$ cat config.mk
export PLATFORM = sky130hd
export DESIGN_NAME = speculation_depth_controller_unit
export DESIGN_NICKNAME = d
export VERILOG_FILES = /design/src/hw/rtl/sdcu_pkg.sv /design/src/hw/rtl/sdcu_cfg_regs.sv /design/src/hw/rtl/sdcu_step.sv /design/src/hw/rtl/speculation_depth_controller_unit.sv
export SDC_FILE = /design/constraint.sdc
export NUM_CORES = 1
export LEC_CHECK = 0
export ABC_AREA = 0
export ABC_CLOCK_PERIOD_IN_PS = 5500
export BUFFER_PORTS_ARGS = -buffer_cell sky130_fd_sc_hd__buf_2
export CAP_MARGIN = 20
export CORE_ASPECT_RATIO = 0.9
export CORE_MARGIN = 1
export CORE_UTILIZATION = 35
export DETAILED_ROUTE_END_ITERATION = 10
export GPL_ROUTABILITY_DRIVEN = 0
export PLACE_DENSITY = 0.49
export SLEW_MARGIN = 15
export SYNTH_ARGS = -nofsm -noshare
export SYNTH_HDL_FRONTEND = slang
export SYNTH_HIERARCHICAL = 1
export SYNTH_SLANG_ARGS = --single-unit
$ cat constraint.sdc
create_clock -name clk -period 5.5 [get_ports clk]
set_input_delay 1.1 -clock clk [delete_from_list [all_inputs] [get_ports clk]]
set_output_delay 1.1 -clock clk [all_outputs]
set_load 0.02 [all_outputs]
$ cat src/hw/rtl/sdcu_pkg.sv
`timescale 1ns / 1ps

package sdcu_pkg;

	typedef enum logic {
		OP_START   = 1'b0,
		OP_OBSERVE = 1'b1
	} op_t;

	typedef enum logic [1:0] {
		ERR_OK          = 2'd0,
		ERR_ACC_GT_PROP = 2'd1,
		ERR_BAD_DEPTH   = 2'd2
	} err_t;

	typedef enum logic [1:0] {
		CFG_MAX_DEPTH     = 2'd0,
		CFG_PROMPT_LENGTH = 2'd1,
		CFG_DEMOTION_ON   = 2'd2,
		CFG_EARLY_DEM_ON  = 2'd3
	} cfg_idx_t;

	localparam logic [19:0] PROMPT_SHORT_MAX         = 20'd2048;
	localparam logic [3:0]  PROBE_ROUNDS             = 4'd8;
	localparam logic [3:0]  MONITOR_ROUNDS           = 4'd12;
	localparam logic [3:0]  PROBATION_ROUNDS         = 4'd4;
	localparam logic [7:0]  PROBE_ACCEPT_NEEDED      = 8'd10;
	localparam logic [1:0]  LOSING_WINDOWS_TO_DEMOTE = 2'd2;

	localparam logic [2:0] DEPTH_IDLE    = 3'd0;
	localparam logic [2:0] DEPTH_BAD_ONE = 3'd1;
	localparam logic [2:0] DEPTH_REDUCED = 3'd2;
	localparam logic [2:0] DEPTH_PROBED  = 3'd3;
	localparam logic [2:0] DEPTH_MAX_OK  = 3'd4;

	localparam logic [2:0]  RST_MAX_DEPTH     = 3'd3;
	localparam logic [19:0] RST_PROMPT_LENGTH = 20'd0;
	localparam logic        RST_DEMOTION_ON   = 1'b1;
	localparam logic        RST_EARLY_DEM_ON  = 1'b0;

	typedef struct packed {
		logic [2:0]  max_depth;
		logic [19:0] prompt_length;
		logic        demotion_on;
		logic        early_demotion_on;
	} cfg_t;

	typedef struct packed {
		logic [2:0]  cur_depth;
		logic        probing;
		logic        monitoring;
		logic [3:0]  probe_round_count;
		logic [7:0]  probe_accept_sum;
		logic [3:0]  window_round_count;
		logic [7:0]  window_proposed_sum;
		logic [7:0]  window_accepted_sum;
		logic        probation_done;
		logic [1:0]  losing_windows;
		logic [15:0] promotions;
		logic [15:0] demotions;
	} state_t;

	// Result beat layout, lowest bits last in the list (packed MSB first).
	typedef struct packed {
		logic        pad;
		logic [1:0]  error;
		logic [15:0] demotion_count;
		logic [15:0] promotion_count;
		logic        is_monitoring;
		logic        is_probing;
		logic [2:0]  depth;
	} result_t;

	function automatic logic [7:0] sat8_add(input logic [7:0] a, input logic [3:0] b);
		logic [8:0] s;
		s = {1'b0, a} + {5'd0, b};
		return s[8] ? 8'hFF : s[7:0];
	endfunction

	function automatic logic [15:0] sat16_inc(input logic [15:0] a);
		return (a == 16'hFFFF) ? a : a + 16'd1;
	endfunction

	function automatic logic [3:0] sat4_inc(input logic [3:0] a);
		return (a == 4'hF) ? a : a + 4'd1;
	endfunction

	function automatic logic [1:0] sat2_inc(input logic [1:0] a);
		return (a == 2'd3) ? a : a + 2'd1;
	endfunction

endpackage

$ cat src/hw/rtl/sdcu_cfg_regs.sv
`timescale 1ns / 1ps

module sdcu_cfg_regs (
	input  logic                clk,
	input  logic                arst_n,
	input  logic                wr_en,
	input  logic [1:0]          wr_index,
	input  logic [19:0]         wr_data,
	output sdcu_pkg::cfg_t      cfg
);

	sdcu_pkg::cfg_t cfg_q;

	always_ff @(posedge clk or negedge arst_n) begin
		if (!arst_n) begin
			cfg_q.max_depth         <= sdcu_pkg::RST_MAX_DEPTH;
			cfg_q.prompt_length     <= sdcu_pkg::RST_PROMPT_LENGTH;
			cfg_q.demotion_on       <= sdcu_pkg::RST_DEMOTION_ON;
			cfg_q.early_demotion_on <= sdcu_pkg::RST_EARLY_DEM_ON;
		end else if (wr_en) begin
			unique case (sdcu_pkg::cfg_idx_t'(wr_index))
				sdcu_pkg::CFG_MAX_DEPTH:     cfg_q.max_depth         <= wr_data[2:0];
				sdcu_pkg::CFG_PROMPT_LENGTH: cfg_q.prompt_length     <= wr_data;
				sdcu_pkg::CFG_DEMOTION_ON:   cfg_q.demotion_on       <= wr_data[0];
				sdcu_pkg::CFG_EARLY_DEM_ON:  cfg_q.early_demotion_on <= wr_data[0];
				default:                     cfg_q                   <= cfg_q;
			endcase
		end
	end

	assign cfg = cfg_q;

endmodule

$ cat src/hw/rtl/sdcu_step.sv
`timescale 1ns / 1ps

// Next-state logic for one start or observe beat.
module sdcu_step (
	input  sdcu_pkg::state_t cur,
	input  sdcu_pkg::cfg_t   cfg,
	input  logic             op,
	input  logic [3:0]       proposed,
	input  logic [3:0]       accepted,
	output sdcu_pkg::state_t nxt,
	output logic [1:0]       err
);

	always_comb begin
		logic [3:0] pcnt;
		logic [7:0] psum;
		logic [3:0] wcnt;
		logic [7:0] wp;
		logic [7:0] wa;
		logic       losing;
		logic [1:0] lw;

		nxt    = cur;
		err    = sdcu_pkg::ERR_OK;
		pcnt   = sdcu_pkg::sat4_inc(cur.probe_round_count);
		psum   = sdcu_pkg::sat8_add(cur.probe_accept_sum, accepted);
		wcnt   = sdcu_pkg::sat4_inc(cur.window_round_count);
		wp     = sdcu_pkg::sat8_add(cur.window_proposed_sum, proposed);
		wa     = sdcu_pkg::sat8_add(cur.window_accepted_sum, accepted);
		losing = ({wa, 1'b0} < {1'b0, wp});
		lw     = sdcu_pkg::sat2_inc(cur.losing_windows);

		priority if (op == sdcu_pkg::OP_START) begin
			if (cfg.max_depth == sdcu_pkg::DEPTH_BAD_ONE ||
			    cfg.max_depth > sdcu_pkg::DEPTH_MAX_OK) begin
				err = sdcu_pkg::ERR_BAD_DEPTH;
			end else begin
				nxt           = '0;
				nxt.cur_depth = cfg.max_depth;
				if (cfg.max_depth == sdcu_pkg::DEPTH_PROBED) begin
					nxt.cur_depth = sdcu_pkg::DEPTH_REDUCED;
					nxt.probing   = (cfg.prompt_length <= sdcu_pkg::PROMPT_SHORT_MAX);
				end
			end
		end else if (accepted > proposed) begin
			err = sdcu_pkg::ERR_ACC_GT_PROP;
		end else if (cur.cur_depth == sdcu_pkg::DEPTH_IDLE || proposed == 4'd0) begin
			nxt = cur;
		end else if (cur.probing) begin
			nxt.probe_round_count = pcnt;
			nxt.probe_accept_sum  = psum;
			if (pcnt == sdcu_pkg::PROBE_ROUNDS) begin
				nxt.probing = 1'b0;
				if (psum >= sdcu_pkg::PROBE_ACCEPT_NEEDED) begin
					nxt.cur_depth  = cfg.max_depth;
					nxt.monitoring = 1'b1;
					nxt.promotions = sdcu_pkg::sat16_inc(cur.promotions);
				end
			end
		end else if (cur.monitoring && cur.cur_depth == sdcu_pkg::DEPTH_PROBED &&
		             cfg.demotion_on) begin
			nxt.window_round_count  = wcnt;
			nxt.window_proposed_sum = wp;
			nxt.window_accepted_sum = wa;
			if (!cur.probation_done && cfg.early_demotion_on &&
			    wcnt == sdcu_pkg::PROBATION_ROUNDS && losing) begin
				// Early demotion leaves the window as it stands.
				nxt.cur_depth  = sdcu_pkg::DEPTH_REDUCED;
				nxt.monitoring = 1'b0;
				nxt.demotions  = sdcu_pkg::sat16_inc(cur.demotions);
			end else begin
				if (wcnt == sdcu_pkg::PROBATION_ROUNDS)
					nxt.probation_done = 1'b1;
				if (wcnt == sdcu_pkg::MONITOR_ROUNDS) begin
					if (losing) begin
						nxt.losing_windows = lw;
						if (lw == sdcu_pkg::LOSING_WINDOWS_TO_DEMOTE) begin
							nxt.cur_depth  = sdcu_pkg::DEPTH_REDUCED;
							nxt.monitoring = 1'b0;
							nxt.demotions  = sdcu_pkg::sat16_inc(cur.demotions);
						end
					end else begin
						nxt.losing_windows = 2'd0;
					end
					nxt.window_round_count  = 4'd0;
					nxt.window_proposed_sum = 8'd0;
					nxt.window_accepted_sum = 8'd0;
				end
			end
		end else begin
			nxt = cur;
		end
	end

endmodule

$ cat src/hw/rtl/speculation_depth_controller_unit.sv
`timescale 1ns / 1ps
// An accepted input beat passes through the input stage, then the result register on m_tvalid.
// Throughput: one beat per cycle while the result side keeps taking beats; the
// session state updates in a single pass of the step logic, so the next beat sees it in the following cycle.
// Reset (arst_n low, asynchronous): both stages empty, session state cleared,
// configuration back to max_depth 3, prompt_length 0, demotion on, early off.

module speculation_depth_controller_unit (
	input  logic        clk,
	input  logic        arst_n,

	// Input beats
	input  logic        s_tvalid,
	output logic        s_tready,
	input  logic [7:0]  s_tdata,   // [3:0] proposed, [7:4] accepted
	input  logic [0:0]  s_tuser,   // [0] op (0 start, 1 observe)

	// Result beats
	output logic        m_tvalid,
	input  logic        m_tready,
	output logic [39:0] m_tdata,   // [2:0] depth, [3] is_probing, [4] is_monitoring,
	                               // [20:5] promotion_count, [36:21] demotion_count,
	                               // [38:37] error, [39] zero

	// Configuration writes
	input  logic        cfg_valid,
	output logic        cfg_ready,
	input  logic [1:0]  cfg_index,
	input  logic [19:0] cfg_data
);

	sdcu_pkg::cfg_t    cfg;
	sdcu_pkg::state_t  state_q;
	sdcu_pkg::state_t  state_nxt;
	sdcu_pkg::result_t out_q;
	logic [1:0]        step_err;

	logic       valid_s1;
	logic       op_s1;
	logic [3:0] proposed_s1;
	logic [3:0] accepted_s1;
	logic       out_valid_q;
	logic       advance;
	logic       s_accept;

	// Configuration is never back-pressured.
	assign cfg_ready = 1'b1;

	sdcu_cfg_regs u_cfg (
		.clk      (clk),
		.arst_n   (arst_n),
		.wr_en    (cfg_valid & cfg_ready),
		.wr_index (cfg_index),
		.wr_data  (cfg_data),
		.cfg      (cfg)
	);

	// Move the held beat into the result register when that slot is free or
	// drains this cycle; the input stage refills in the same cycle.
	assign advance  = valid_s1 && (!out_valid_q || m_tready);
	assign s_tready = !valid_s1 || advance;
	assign s_accept = s_tvalid && s_tready;

	always_ff @(posedge clk or negedge arst_n) begin
		if (!arst_n) begin
			valid_s1 <= 1'b0;
		end else if (s_accept) begin
			valid_s1 <= 1'b1;
		end else if (advance) begin
			valid_s1 <= 1'b0;
		end
	end

	// Payload of the input stage; hold while stalled.
	always_ff @(posedge clk) begin
		if (s_accept) begin
			op_s1       <= s_tuser[0];
			proposed_s1 <= s_tdata[3:0];
			accepted_s1 <= s_tdata[7:4];
		end
	end

	sdcu_step u_step (
		.cur      (state_q),
		.cfg      (cfg),
		.op       (op_s1),
		.proposed (proposed_s1),
		.accepted (accepted_s1),
		.nxt      (state_nxt),
		.err      (step_err)
	);

	// Session state commits exactly when its beat leaves the input stage.
	always_ff @(posedge clk or negedge arst_n) begin
		if (!arst_n) begin
			state_q <= '0;
		end else if (advance) begin
			state_q <= state_nxt;
		end
	end

	always_ff @(posedge clk or negedge arst_n) begin
		if (!arst_n) begin
			out_valid_q <= 1'b0;
		end else if (advance) begin
			out_valid_q <= 1'b1;
		end else if (m_tready) begin
			out_valid_q <= 1'b0;
		end
	end

	always_ff @(posedge clk) begin
		if (advance) begin
			out_q.pad             <= 1'b0;
			out_q.error           <= step_err;
			out_q.demotion_count  <= state_nxt.demotions;
			out_q.promotion_count <= state_nxt.promotions;
			out_q.is_monitoring   <= state_nxt.monitoring;
			out_q.is_probing      <= state_nxt.probing;
			out_q.depth           <= state_nxt.cur_depth;
		end
	end

	assign m_tvalid = out_valid_q;
	assign m_tdata  = out_q;

endmodule

==> results of run 1 <==
-- critical path: stages (launching register included) --
cell and delay [ns]:
edfxtp_1 0.42, ha_1 0.25, fa_1 0.42, a21o_1 0.25, a21oi_1 0.26, nor2_1 0.10
nand3_1 0.20, nand2_1 0.11, ha_1 0.32, a21o_1 0.18, a21oi_1 0.14, o221ai_1 0.30
nor3_2 0.84, a311oi_1 0.22, a221o_1 0.34, mux2_2 0.26
-- metrics by stage --
stage               total power [mW]  hold WS, ns  std cells  utilization, %
floorplan                       1.51        0.471        826               -
global placement                1.64        0.494       1214            38.1
detailed placement              1.64        0.500       1214            38.1
CTS                             2.84        0.521       1246            40.5
global route                    2.93        0.539       1246            40.5
finish                          2.79        0.514       1246            40.5
-- cells in the mapped netlist, types with 4 or more instances --
library cell   n  area [sq um]
dfrtp_1       96          2400
nand2_1       87           327
mux2_2        79           890
edfxtp_1      48          1440
nor2_1        43           161
nand3_1       36           180
nor3_1        29           145
a21oi_1       28           140
ha_1          27           338
o21ai_0       24           120
mux2_4        20           300
nand4_1       20           125
clkbuf_1      17          63.8
inv_1         17          63.8
mux2i_1       17           170
and3_1        16           100
nand2b_1      14          87.6
buf_6         11           124
nor2b_1       10          62.6
a22o_1         9          78.8
a31oi_1        9          56.3
and2_1         9          56.3
a21o_1         8          60.1
nor4_1         7          43.8
a211oi_1       6          45.0
nor3b_1        6          45.0
o211ai_1       6          45.0
and4_1         5          43.8
buf_2          5          25.0
buf_4          5          37.5
nand3b_1       5          37.5
o311ai_1       5          43.8
a31o_2         4          35.0
a32o_1         4          40.0
-- worst max-delay path by stage --
stage | start | to | slack, ns | cells after the start
6_report | accepted_s1[0]$_DFFE_PP_ | state_q[69]$_DFFE_PN0P_ | 0.78 | 15
4_1_cts | accepted_s1[0]$_DFFE_PP_ | state_q[69]$_DFFE_PN0P_ | 0.82 | 15
3_3_place_gp | accepted_s1[0]$_DFFE_PP_ | state_q[69]$_DFFE_PN0P_ | 0.84 | 15
3_5_place_dp | accepted_s1[0]$_DFFE_PP_ | state_q[69]$_DFFE_PN0P_ | 0.86 | 15
5_1_grt | accepted_s1[0]$_DFFE_PP_ | state_q[69]$_DFFE_PN0P_ | 0.51 | 15
2_1_floorplan | accepted_s1[0]$_DFFE_PP_ | state_q[8]$_DFFE_PN0P_ | 1.55 | 16
-- per-layer routing --
layer	vias up	GRT usage, %	part of all wire (%)
met1	3328	25.2	50
met3	13	3.31	3.9
li1	3262	-	-
met2	153	27.2	45
met5	-	0	0
met4	0	4.68	0.92
-- cell families (layout without fill, tap and decap cells) --
kind of cell / Yosys count / after routing / share of synthesized area, %
muxes: 116 / 116 / 15.3
buffers and inverters: 57 / 135 / 3.61
adders and majority gates: 30 / 30 / 4.47
other: 2 / 2 / 0.0843
AOI/OAI and AO/OA: 156 / 156 / 13.3
xor gates and xnor gates: 5 / 5 / 0.492
DFF: 147 / 147 / 44.0
and+or+nand+nor: 313 / 313 / 18.8
-- area by class of cell --
type	instances	area, sq um
clock inverters	14	154
inverters	18	67.6
flip-flops and latches	147	3920
repair buffers	85	450
fillers	2485	14900
clock buffers	18	450
multi-input cells	622	4660
well taps	342	428
-- registers in the layout (all words and copies together) (netlist names) --
name and count:
u_cfg/cfg 25, m_tdata 39, state_q 72, proposed_s1 4, valid_s1 1, m_tvalid 1, accepted_s1 4, op_s1 1
-- where the power goes --
part           internal (mW)  switching (mW)  total [mW]
combinational          0.138           0.210       0.347
clock                  0.636           0.548        1.18
sequential              1.21          0.0513        1.26
==> metrics.md, run 1 <==
| Metric | Value |
|---|---|
| First-pass GRT wire length | between 30 and 40 mm |
| Fin Clk Skew | 0.0150 ns |
| Warnings from Yosys | 6 |
| Worst hold-check path type | flop to flop |
| Final setup vio count | 0 |
| Final hold vios | 0 |
| Clock Path Buffers | 2 |
| Largest net degree at the start of global routing | 60 |
| Most frequent cells in the layout | dfrtp_1, nand2_1, mux2_2 |
| Io pins | just under 80 |
| Initial antenna violation count | 0 |
| Place WS | 0.858 ns |
| Cells after synthesis | slightly above 800 |
| MaxCap Viol Count | 0 |
| Register area share after synthesis | about 44% |
| DRC | 0 |
| RSZ-0062 raised after global routing | no |
| # hold bufs at CTS | 0 |
| Final instance area | roughly 10000 sq um |
| Crit Path Class | flop to flop |
| All-Layer GR Usage | between 10% and 20% |
| Post-synth top flop | dfrtp_1 |
| Chip width | about 170 um |
| Hold path depth | 1 |
| Hold Crit Start | u_cfg/cfg[20]$_DFFE_PN0P_ |
| PostCTS Resize Cnt | 0 |
| Yosys cell types | 90 |
| Pwr per Cell Area | roughly 280 nW/um^2 |
| Final net count | ~960 |
| Most common cell after layout, fill and taps aside | dfrtp_1 |
| Layout cells sized above 1 | 27.2% |
| Synth async-reset ratio | around 67% |
| Die H | around 150 um |
| Status | finished, final reports clean |
| Root buf cell | clkbuf_16 |
| R2r setup slk | a little under 0.8 ns |
| Drt wl/cell | approximately 18 um |
| # Post-CTS Setup Buffers | 0 |
| Worst-skew pair later-pin latency | 0.43 ns |
| Flops & latches, synth | around 150 |
| IO Port Bufs | 76 |
| # diodes | 0 |
| TritonCTS Sinks | ~150 |
| Period utilization | between 80% and 90% |
| Initial Util | between 30% and 40% |
| Synthesized cell area | approximately 8900 sq um |
| Worst setup margin | around 0.78 ns |
| Clock transition at path regs | 0.07 ns |
| Startpoint types | flop |
| Setup Total Neg Slack | 0 ns |
| Required time of the critical path | slightly below 6 ns |
| CP max FO | 15 |
| TritonCTS clock tree | yes |
| Core area | roughly 25000 sq um |
| Worst Tran Pin Value | slightly above 1 ns |
| Dpl cell area | 9530 sq um |
| Number of iterations in the first detailed-routing pass | 5 |
| Min Tclk post-route | 4.72 ns |
| DIE AREA | approximately 26000 sq um |
| WL final | 21.8 mm |
| Rel. slew slack | 32.5% |
| TritonCTS buffer count | 17 |
| Number of flops mapped to enable cells by yosys | between 40 and 50 |
| Min-Delay Endpoint | u_cfg/cfg[20]$_DFFE_PN0P_ |
| Dpl hpwl | 15.0 mm |
| Initial DRC count | 429 |
| Routed vias | 6756 |
| Worst r2r path cells | 15 |
| Grt total ovfl | 0 |
| Core Rows | between 50 and 60 |
| CP endpoint kind | flop |
| Mean post-synth cell area | about 11 sq um |
| Critical R2R Capture | state_q[69]$_DFFE_PN0P_ |
| Leak | 4.40 nW |
| Crit path DAT | ~5.0 ns |
| Post-route ant nets | 0 |
| Max-slew violations | 0 |
| Max Clock Freq | roughly 210 MHz |
| Total nets after synthesis | 892 |
| Syn-to-layout area delta | 13.8% |
| Vias in the first global route | roughly 6.5k |
| CTS H-Tree Depth | 4 |
| DR vias/cell | 5.42 |
| Peak supply drop | ~0.17 mV |
| Worst r2r src | accepted_s1[0]$_DFFE_PP_ |
(Power assumes the default switching activity.)
==> run 2: changes to the inputs <==
--- a/config.mk
+++ b/config.mk
@@ -14,6 +14,8 @@
 export CORE_UTILIZATION = 35
 export DETAILED_ROUTE_END_ITERATION = 10
 export GPL_ROUTABILITY_DRIVEN = 0
+export GPL_TIMING_DRIVEN = 0
+export HOLD_SLACK_MARGIN = 0.12
 export PLACE_DENSITY = 0.49
 export SLEW_MARGIN = 15
 export SYNTH_ARGS = -nofsm -noshare
==> run 2 against run 1 <==
Compared with the run above:
- setup slack got worse by 0.13 ns
- non-clock buffer count grew 32
- cell count up 2.6%
- worst hold slack got worse by 0.0071 ns
- clock power up 5%
- cell area is 2.5% higher
- register-to-register slack got worse by 0.13 ns
- power up 3.2%
- clock skew hardly changed
- sequential power about the same
- fmax decreased by 2.7%
- sequential share of layout area is 0.96 points lower
==> metrics.md, run 2 (same netlist as run 1, synthesis figures left out) <==
| Metric | Value |
|---|---|
| Status | finished, final reports clean |
| Final setup vio count | 0 |
| Core Util, Final | 41.5% |
| Clock Path Buffers | 2 |
| Clock transition at path regs | about 0.070 ns |
| Place WS | about 0.75 ns |
| TritonCTS buffer count | 17 |
| RSZ-0062 raised after global routing | no |
| CP Launch Point | accepted_s1[0]$_DFFE_PP_ |
| Max reg flops | slightly above 70 |
| PostCTS Resize Cnt | 0 |
| Setup Total Neg Slack | 0 ns |
| TritonCTS Sinks | approximately 150 |
| CP max FO | 10 |
| Worst-skew pair later-pin latency | about 0.43 ns |
| DR vias/cell | approximately 5.4 |
| Core Rows | 55 |
| Chip width | about 170 um |
| Post-route ant nets | 0 |
| First-pass GRT wire length | roughly 37 mm |
| Die H | about 150 um |
| Layout Cells excl Fill | roughly 1.3k |
| Most common cell after layout, fill and taps aside | dfrtp_1 |
| CP endpoint kind | flop |
| Crit path DAT | about 5.2 ns |
| Final hold vios | 0 |
| Worst r2r src | accepted_s1[0]$_DFFE_PP_ |
| Wire length on met1 | around 11 mm |
| Initial Util | a little over a third |
| Peak supply drop | between 0.1 and 0.15 mV |
| Vias in the first global route | about 6.5k |
| Largest net degree at the start of global routing | 53 |
| # diodes | 0 |
| Hold Crit Start | state_q[3]$_DFFE_PN0P_ |
| Max Clock Freq | just over 200 MHz |
| Placed insts | 1246 |
| Root buf cell | clkbuf_16 |
| Required time of the critical path | 5.86 ns |
| Dpl hpwl | about 17 mm |
| Startpoint types | flop |
| IO Port Bufs | 76 |
| Number of iterations in the first detailed-routing pass | 5 |
| Fin Clk Skew | between 0.015 and 0.02 ns |
| MaxCap Viol Count | 0 |
| Crit Path Class | flop to flop |
| Leak | 4.54 nW |
| Grt total ovfl | 0 |
| TritonCTS clock tree | yes |
| DIE AREA | approximately 26000 sq um |
| Worst hold-check path type | flop to flop |
| Final net count | slightly below 1k |
| Worst setup margin | 0.654 ns |
| Routed vias | approximately 6.9k |
| WL final | ~23 mm |
| Initial DRC count | 371 |
| Fill count | around 2.5k |
| WL met2 | around 10 mm |
| Max layer used | met4 |
| Drt wl/cell | between 15 and 20 um |
| Period utilization | between 80% and 90% |
| Max-slew violations | 0 |
| Hold WS | just over 0.5 ns |
| Initial antenna violation count | 0 |
| CTS H-Tree Depth | 4 |
| DRC | 0 |
| Most frequent cells in the layout | dfrtp_1, nand2_1, buf_2 |
| Core area | between 20000 and 30000 sq um |
| Syn-to-layout area delta | 16.7% |
| # Post-CTS Setup Buffers | 0 |
| Worst Tran Pin Value | around 0.77 ns |
| All-Layer GR Usage | 18.4% |
| Rel. slew slack | 48.7% |
| Metal3 WL | roughly 1.1 mm |
| Pwr per Cell Area | 277 nW/um^2 |
| Layout cells sized above 1 | around 28% |
| Biggest register | state_q |
| Io pins | approximately 80 |
| Min Tclk post-route | about 4.8 ns |
| # hold bufs at CTS | 0 |
-- run 2: cell types whose count changed in the layout (fill, tap and decap cells not counted), moves of 2 or more --
cell,change
buf_6,+12
buf_4,-5
clkbuf_1,+17
clkinv_8,-3
buf_2,+5
clkinv_4,+2
-- run 2: worst paths after layout --
path / end / slack (ns) / cells past startpoint
max: state_q[15]$_DFFE_PN0P_ / 0.65 / 16
min: state_q[3]$_DFFE_PN0P_ / 0.51 / 1
max reg2reg: state_q[15]$_DFFE_PN0P_ / 0.65 / 16
min reg2reg: state_q[3]$_DFFE_PN0P_ / 0.51 / 1
max in group asynchronous: state_q[29]$_DFFE_PN0P_ / 4.26 / 2
min in group asynchronous: state_q[46]$_DFFE_PN0P_ / 0.59 / 1
-- run 2: report_power, final --
group          total [mW]  switching (mW)  internal, mW
clock                1.24           0.541         0.702
sequential           1.26          0.0519          1.21
combinational       0.380           0.226         0.154
-- run 2: area by class of cell --
class	instances	area [sq um]	area share, %
multi-input cells	622	4660	44.9
flip-flops and latches	147	3920	37.7
clock buffers	19	475	4.57
repair buffers	78	434	4.18
well taps	342	428	4.12
plain buffers	39	254	2.44
clock inverters	13	148	1.42
inverters	18	67.6	0.650
-- run 2: metal layers --
| metal | up-vias | GRT usage, % |
|---|---|---|
| met3 | 12 | 3.34 |
| met5 | - | 0 |
| met2 | 174 | 28.1 |
| met4 | 0 | 3.90 |
| met1 | 3347 | 26.8 |
| li1 | 3318 | - |
-- run 2: through the flow --
stage                     cell area [sq um]  power [mW]
after floorplan                        8910        1.51
after global placement                 9720        1.66
after detailed placement               9770        1.67
after CTS                             10400        2.92
after global routing                  10400        3.01
final                                 10400        2.88
-- run 2: worst max-delay path: stages, from the launching register on --
cell,delay [ns]
edfxtp_1,0.45
ha_1,0.25
fa_1,0.43
a21o_1,0.24
a21oi_1,0.27
nor2_1,0.10
nand3_1,0.20
o21ai_0,0.26
ha_1,0.37
nand2_1,0.06
or2_1,0.12
o221ai_1,0.31
nor3_2,0.56
buf_4,0.27
a41oi_1,0.12
o31ai_1,0.51
mux2_2,0.25
==> run 3: changes to the inputs <==
--- a/config.mk
+++ b/config.mk
@@ -11,12 +11,12 @@
 export CAP_MARGIN = 20
 export CORE_ASPECT_RATIO = 0.9
 export CORE_MARGIN = 1
-export CORE_UTILIZATION = 35
+export CORE_UTILIZATION = 53
 export DETAILED_ROUTE_END_ITERATION = 10
 export GPL_ROUTABILITY_DRIVEN = 0
 export GPL_TIMING_DRIVEN = 0
 export HOLD_SLACK_MARGIN = 0.12
-export PLACE_DENSITY = 0.49
+export PLACE_DENSITY = 0.69
 export SLEW_MARGIN = 15
 export SYNTH_ARGS = -nofsm -noshare
 export SYNTH_HDL_FRONTEND = slang
==> run 3 against run 2 <==
Compared with the run above:
- the run now ends with design-rule violations left
- sequential power about the same
- non-clock buffer count unchanged
- clock skew is 0.0076 ns lower
- power is 0.13% higher
- critical path type unchanged
- critical endpoint unchanged
- highest routed layer unchanged
==> metrics.md, run 3 (same netlist as run 1, synthesis figures left out) <==
| Metric | Value |
|---|---|
| TritonCTS buffer count | 17 |
| Top delay family on crit path | compound AO/OA/AOI/OAI gates |
| Most common cell after layout, fill and taps aside | dfrtp_1 |
| Min Tclk post-route | ~4.8 ns |
| Io pins | 79 |
| Syn-to-layout area delta | 15.0% |
| PostCTS Resize Cnt | 0 |
| Failing checks | design-rule violations |
| Final setup vio count | 0 |
| # hold bufs at CTS | 0 |
| Leak | approximately 4.5 nW |
| GRT met2 Usage | between 40% and 50% |
| CP max FO | 10 |
| Max Clock Freq | between 200 and 250 MHz |
| Crit Path Class | flop to flop |
| Chip width | 139 um |
| TritonCTS clock tree | yes |
| DR vias/cell | 6.24 |
| TritonCTS Sinks | about 150 |
| Routed vias | between 7k and 8k |
| Startpoint types | flop |
| Worst path slowest cell | nor3_2 |
| Core area | 16300 sq um |
| Placed insts | about 1.1k |
| Vias in the first global route | around 7k |
| WL final | around 21 mm |
| Setup Total Neg Slack | 0 ns |
| Fin Clk Skew | roughly 0.0075 ns |
| Worst-skew pair later-pin latency | approximately 0.42 ns |
| MaxCap Viol Count | 0 |
| All-Layer GR Usage | between 20% and 30% |
| Required time of the critical path | between 5 and 6 ns |
| Worst r2r path cells | 16 |
| Max reg flops | 72 |
| Clock transition at path regs | approximately 0.06 ns |
| Final hold vios | 0 |
| Clock Path Buffers | 2 |
| CTS H-Tree Depth | 4 |
| Fill count | roughly 1.3k |
| Met3 Track Usage GR | 4.17% |
| Die H | 125 um |
| Largest net degree at the start of global routing | between 60 and 70 |
| Rel. slew slack | 46.1% |
| Initial DRC count | roughly 550 |
| Peak supply drop | around 0.21 mV |
| Biggest register | state_q |
| Most frequent cells in the layout | dfrtp_1, nand2_1, buf_2 |
| Busiest grt layer | met2 |
| Layout Cells excl Fill | ~1.1k |
| Initial antenna violation count | 0 |
| Layout cells sized above 1 | around 27% |
| Grt total ovfl | 0 |
| Met1 usage | 35.3% |
| Drt wl/cell | about 19 um |
| Final net count | 989 |
| CP Cell Sequence | ha_1 > fa_1 > a21o_1 > a21oi_1 > nor2_1 > nand3_1 > nand2_1 > ha_1 > a21o_1 > a21oi_1 > o221ai_1 > nor3_2 > buf_4 > a41oi_1 > o31ai_1 > mux2_2 |
| CP endpoint kind | flop |
| Number of iterations in the first detailed-routing pass | 9 |
| DRC | 10 |
| Worst path depth | 16 |
| Worst Tran Pin Value | approximately 0.8 ns |
| Max-slew violations | 0 |
| Slowest stage delay, CP | roughly 0.54 ns |
| Post-route ant nets | 0 |
| CP Buf/Inv Count | 1 |
| Worst hold-check path type | flop to flop |
| Dpl hpwl | roughly 15 mm |
| # diodes | 0 |
| Period utilization | between 80% and 90% |
| IO Port Bufs | 76 |
| DIE AREA | around 17000 sq um |
| Crit path DAT | around 5 ns |
| Pwr per Cell Area | ~280 nW/um^2 |
| Root buf cell | clkbuf_16 |
| Hold path depth | 1 |
| Status | complete, but fails checks |
| RSZ-0062 raised after global routing | no |
| First-pass GRT wire length | approximately 35 mm |
| # Post-CTS Setup Buffers | 0 |
| Core Rows | between 40 and 50 |
| Initial Util | a little over half |
==> run 3: cell types whose count changed in the layout (fill, tap and decap cells not counted), moves of 3 or more <==
| cell | delta |
|---|---|
| clkbuf_1 | +3 |
| clkinv_2 | +3 |
| inv_8 | -5 |
| inv_6 | -4 |
| bufinv_16 | +3 |
| clkinv_4 | -3 |
==> run 3: power breakdown <==
group | switching [mW] | internal (mW) | leakage [nW]
Combinational | 0.222 | 0.154 | 2.43
Sequential | 0.0480 | 1.21 | 1.80
Clock | 0.443 | 0.809 | 0.308
==> run 3: layer usage <==
metal | part of all wire (%) | wire [um]
met5 | 0 | 0
met4 | 1.3 | 269
met2 | 47 | 10000
met1 | 46 | 9750
met3 | 6.0 | 1270
==> run 3: final timing paths <==
path                                          startpoint                        to  slack [ns]
worst max-delay path            accepted_s1[0]$_DFFE_PP_   state_q[15]$_DFFE_PN0P_        0.71
worst min-delay path              state_q[3]$_DFFE_PN0P_    state_q[3]$_DFFE_PN0P_        0.50
worst max register to register  accepted_s1[0]$_DFFE_PP_   state_q[15]$_DFFE_PN0P_        0.71
worst min register to register    state_q[3]$_DFFE_PN0P_    state_q[3]$_DFFE_PN0P_        0.50
max in group asynchronous                         arst_n  u_cfg/cfg[1]$_DFFE_PN1P_        4.24
min in group asynchronous                         arst_n    state_q[1]$_DFFE_PN0P_        0.58
==> run 3: cell type report <==
cell class              instances  area, sq um  share of cell area (%)
multi-input cells             622         4660                    45.5
clock buffers                  23          489                    4.78
clock inverters                 9          150                    1.47
inverters                      18         67.6                   0.660
repair buffers                 78          434                    4.24
well taps                     207          259                    2.53
flip-flops and latches        147         3920                    38.3
plain buffers                  39          254                    2.48
==> run 3: metrics by stage <==
step                      power [mW]  setup WS [ns]  utilization, %  area (sq um)  hold WS [ns]
after floorplan                 1.51           1.55               -          8910         0.471
after global routing            2.99          0.459            62.8         10200         0.520
after detailed placement        1.65          0.799            58.9          9600         0.493
after global placement          1.63          0.907            58.6          9550         0.482
final                           2.89          0.708            62.8         10200         0.505
after CTS                       2.90          0.783            62.8         10200         0.507
==> run 3: worst reg2reg max path, cell delays in order (launching register included) <==
cell and delay (ns):
edfxtp_1 0.43, ha_1 0.26, fa_1 0.42, a21o_1 0.24
a21oi_1 0.27, nor2_1 0.10, nand3_1 0.21, nand2_1 0.11
ha_1 0.33, a21o_1 0.18, a21oi_1 0.14, o221ai_1 0.34
nor3_2 0.54, buf_4 0.27, a41oi_1 0.13, o31ai_1 0.53
mux2_2 0.25
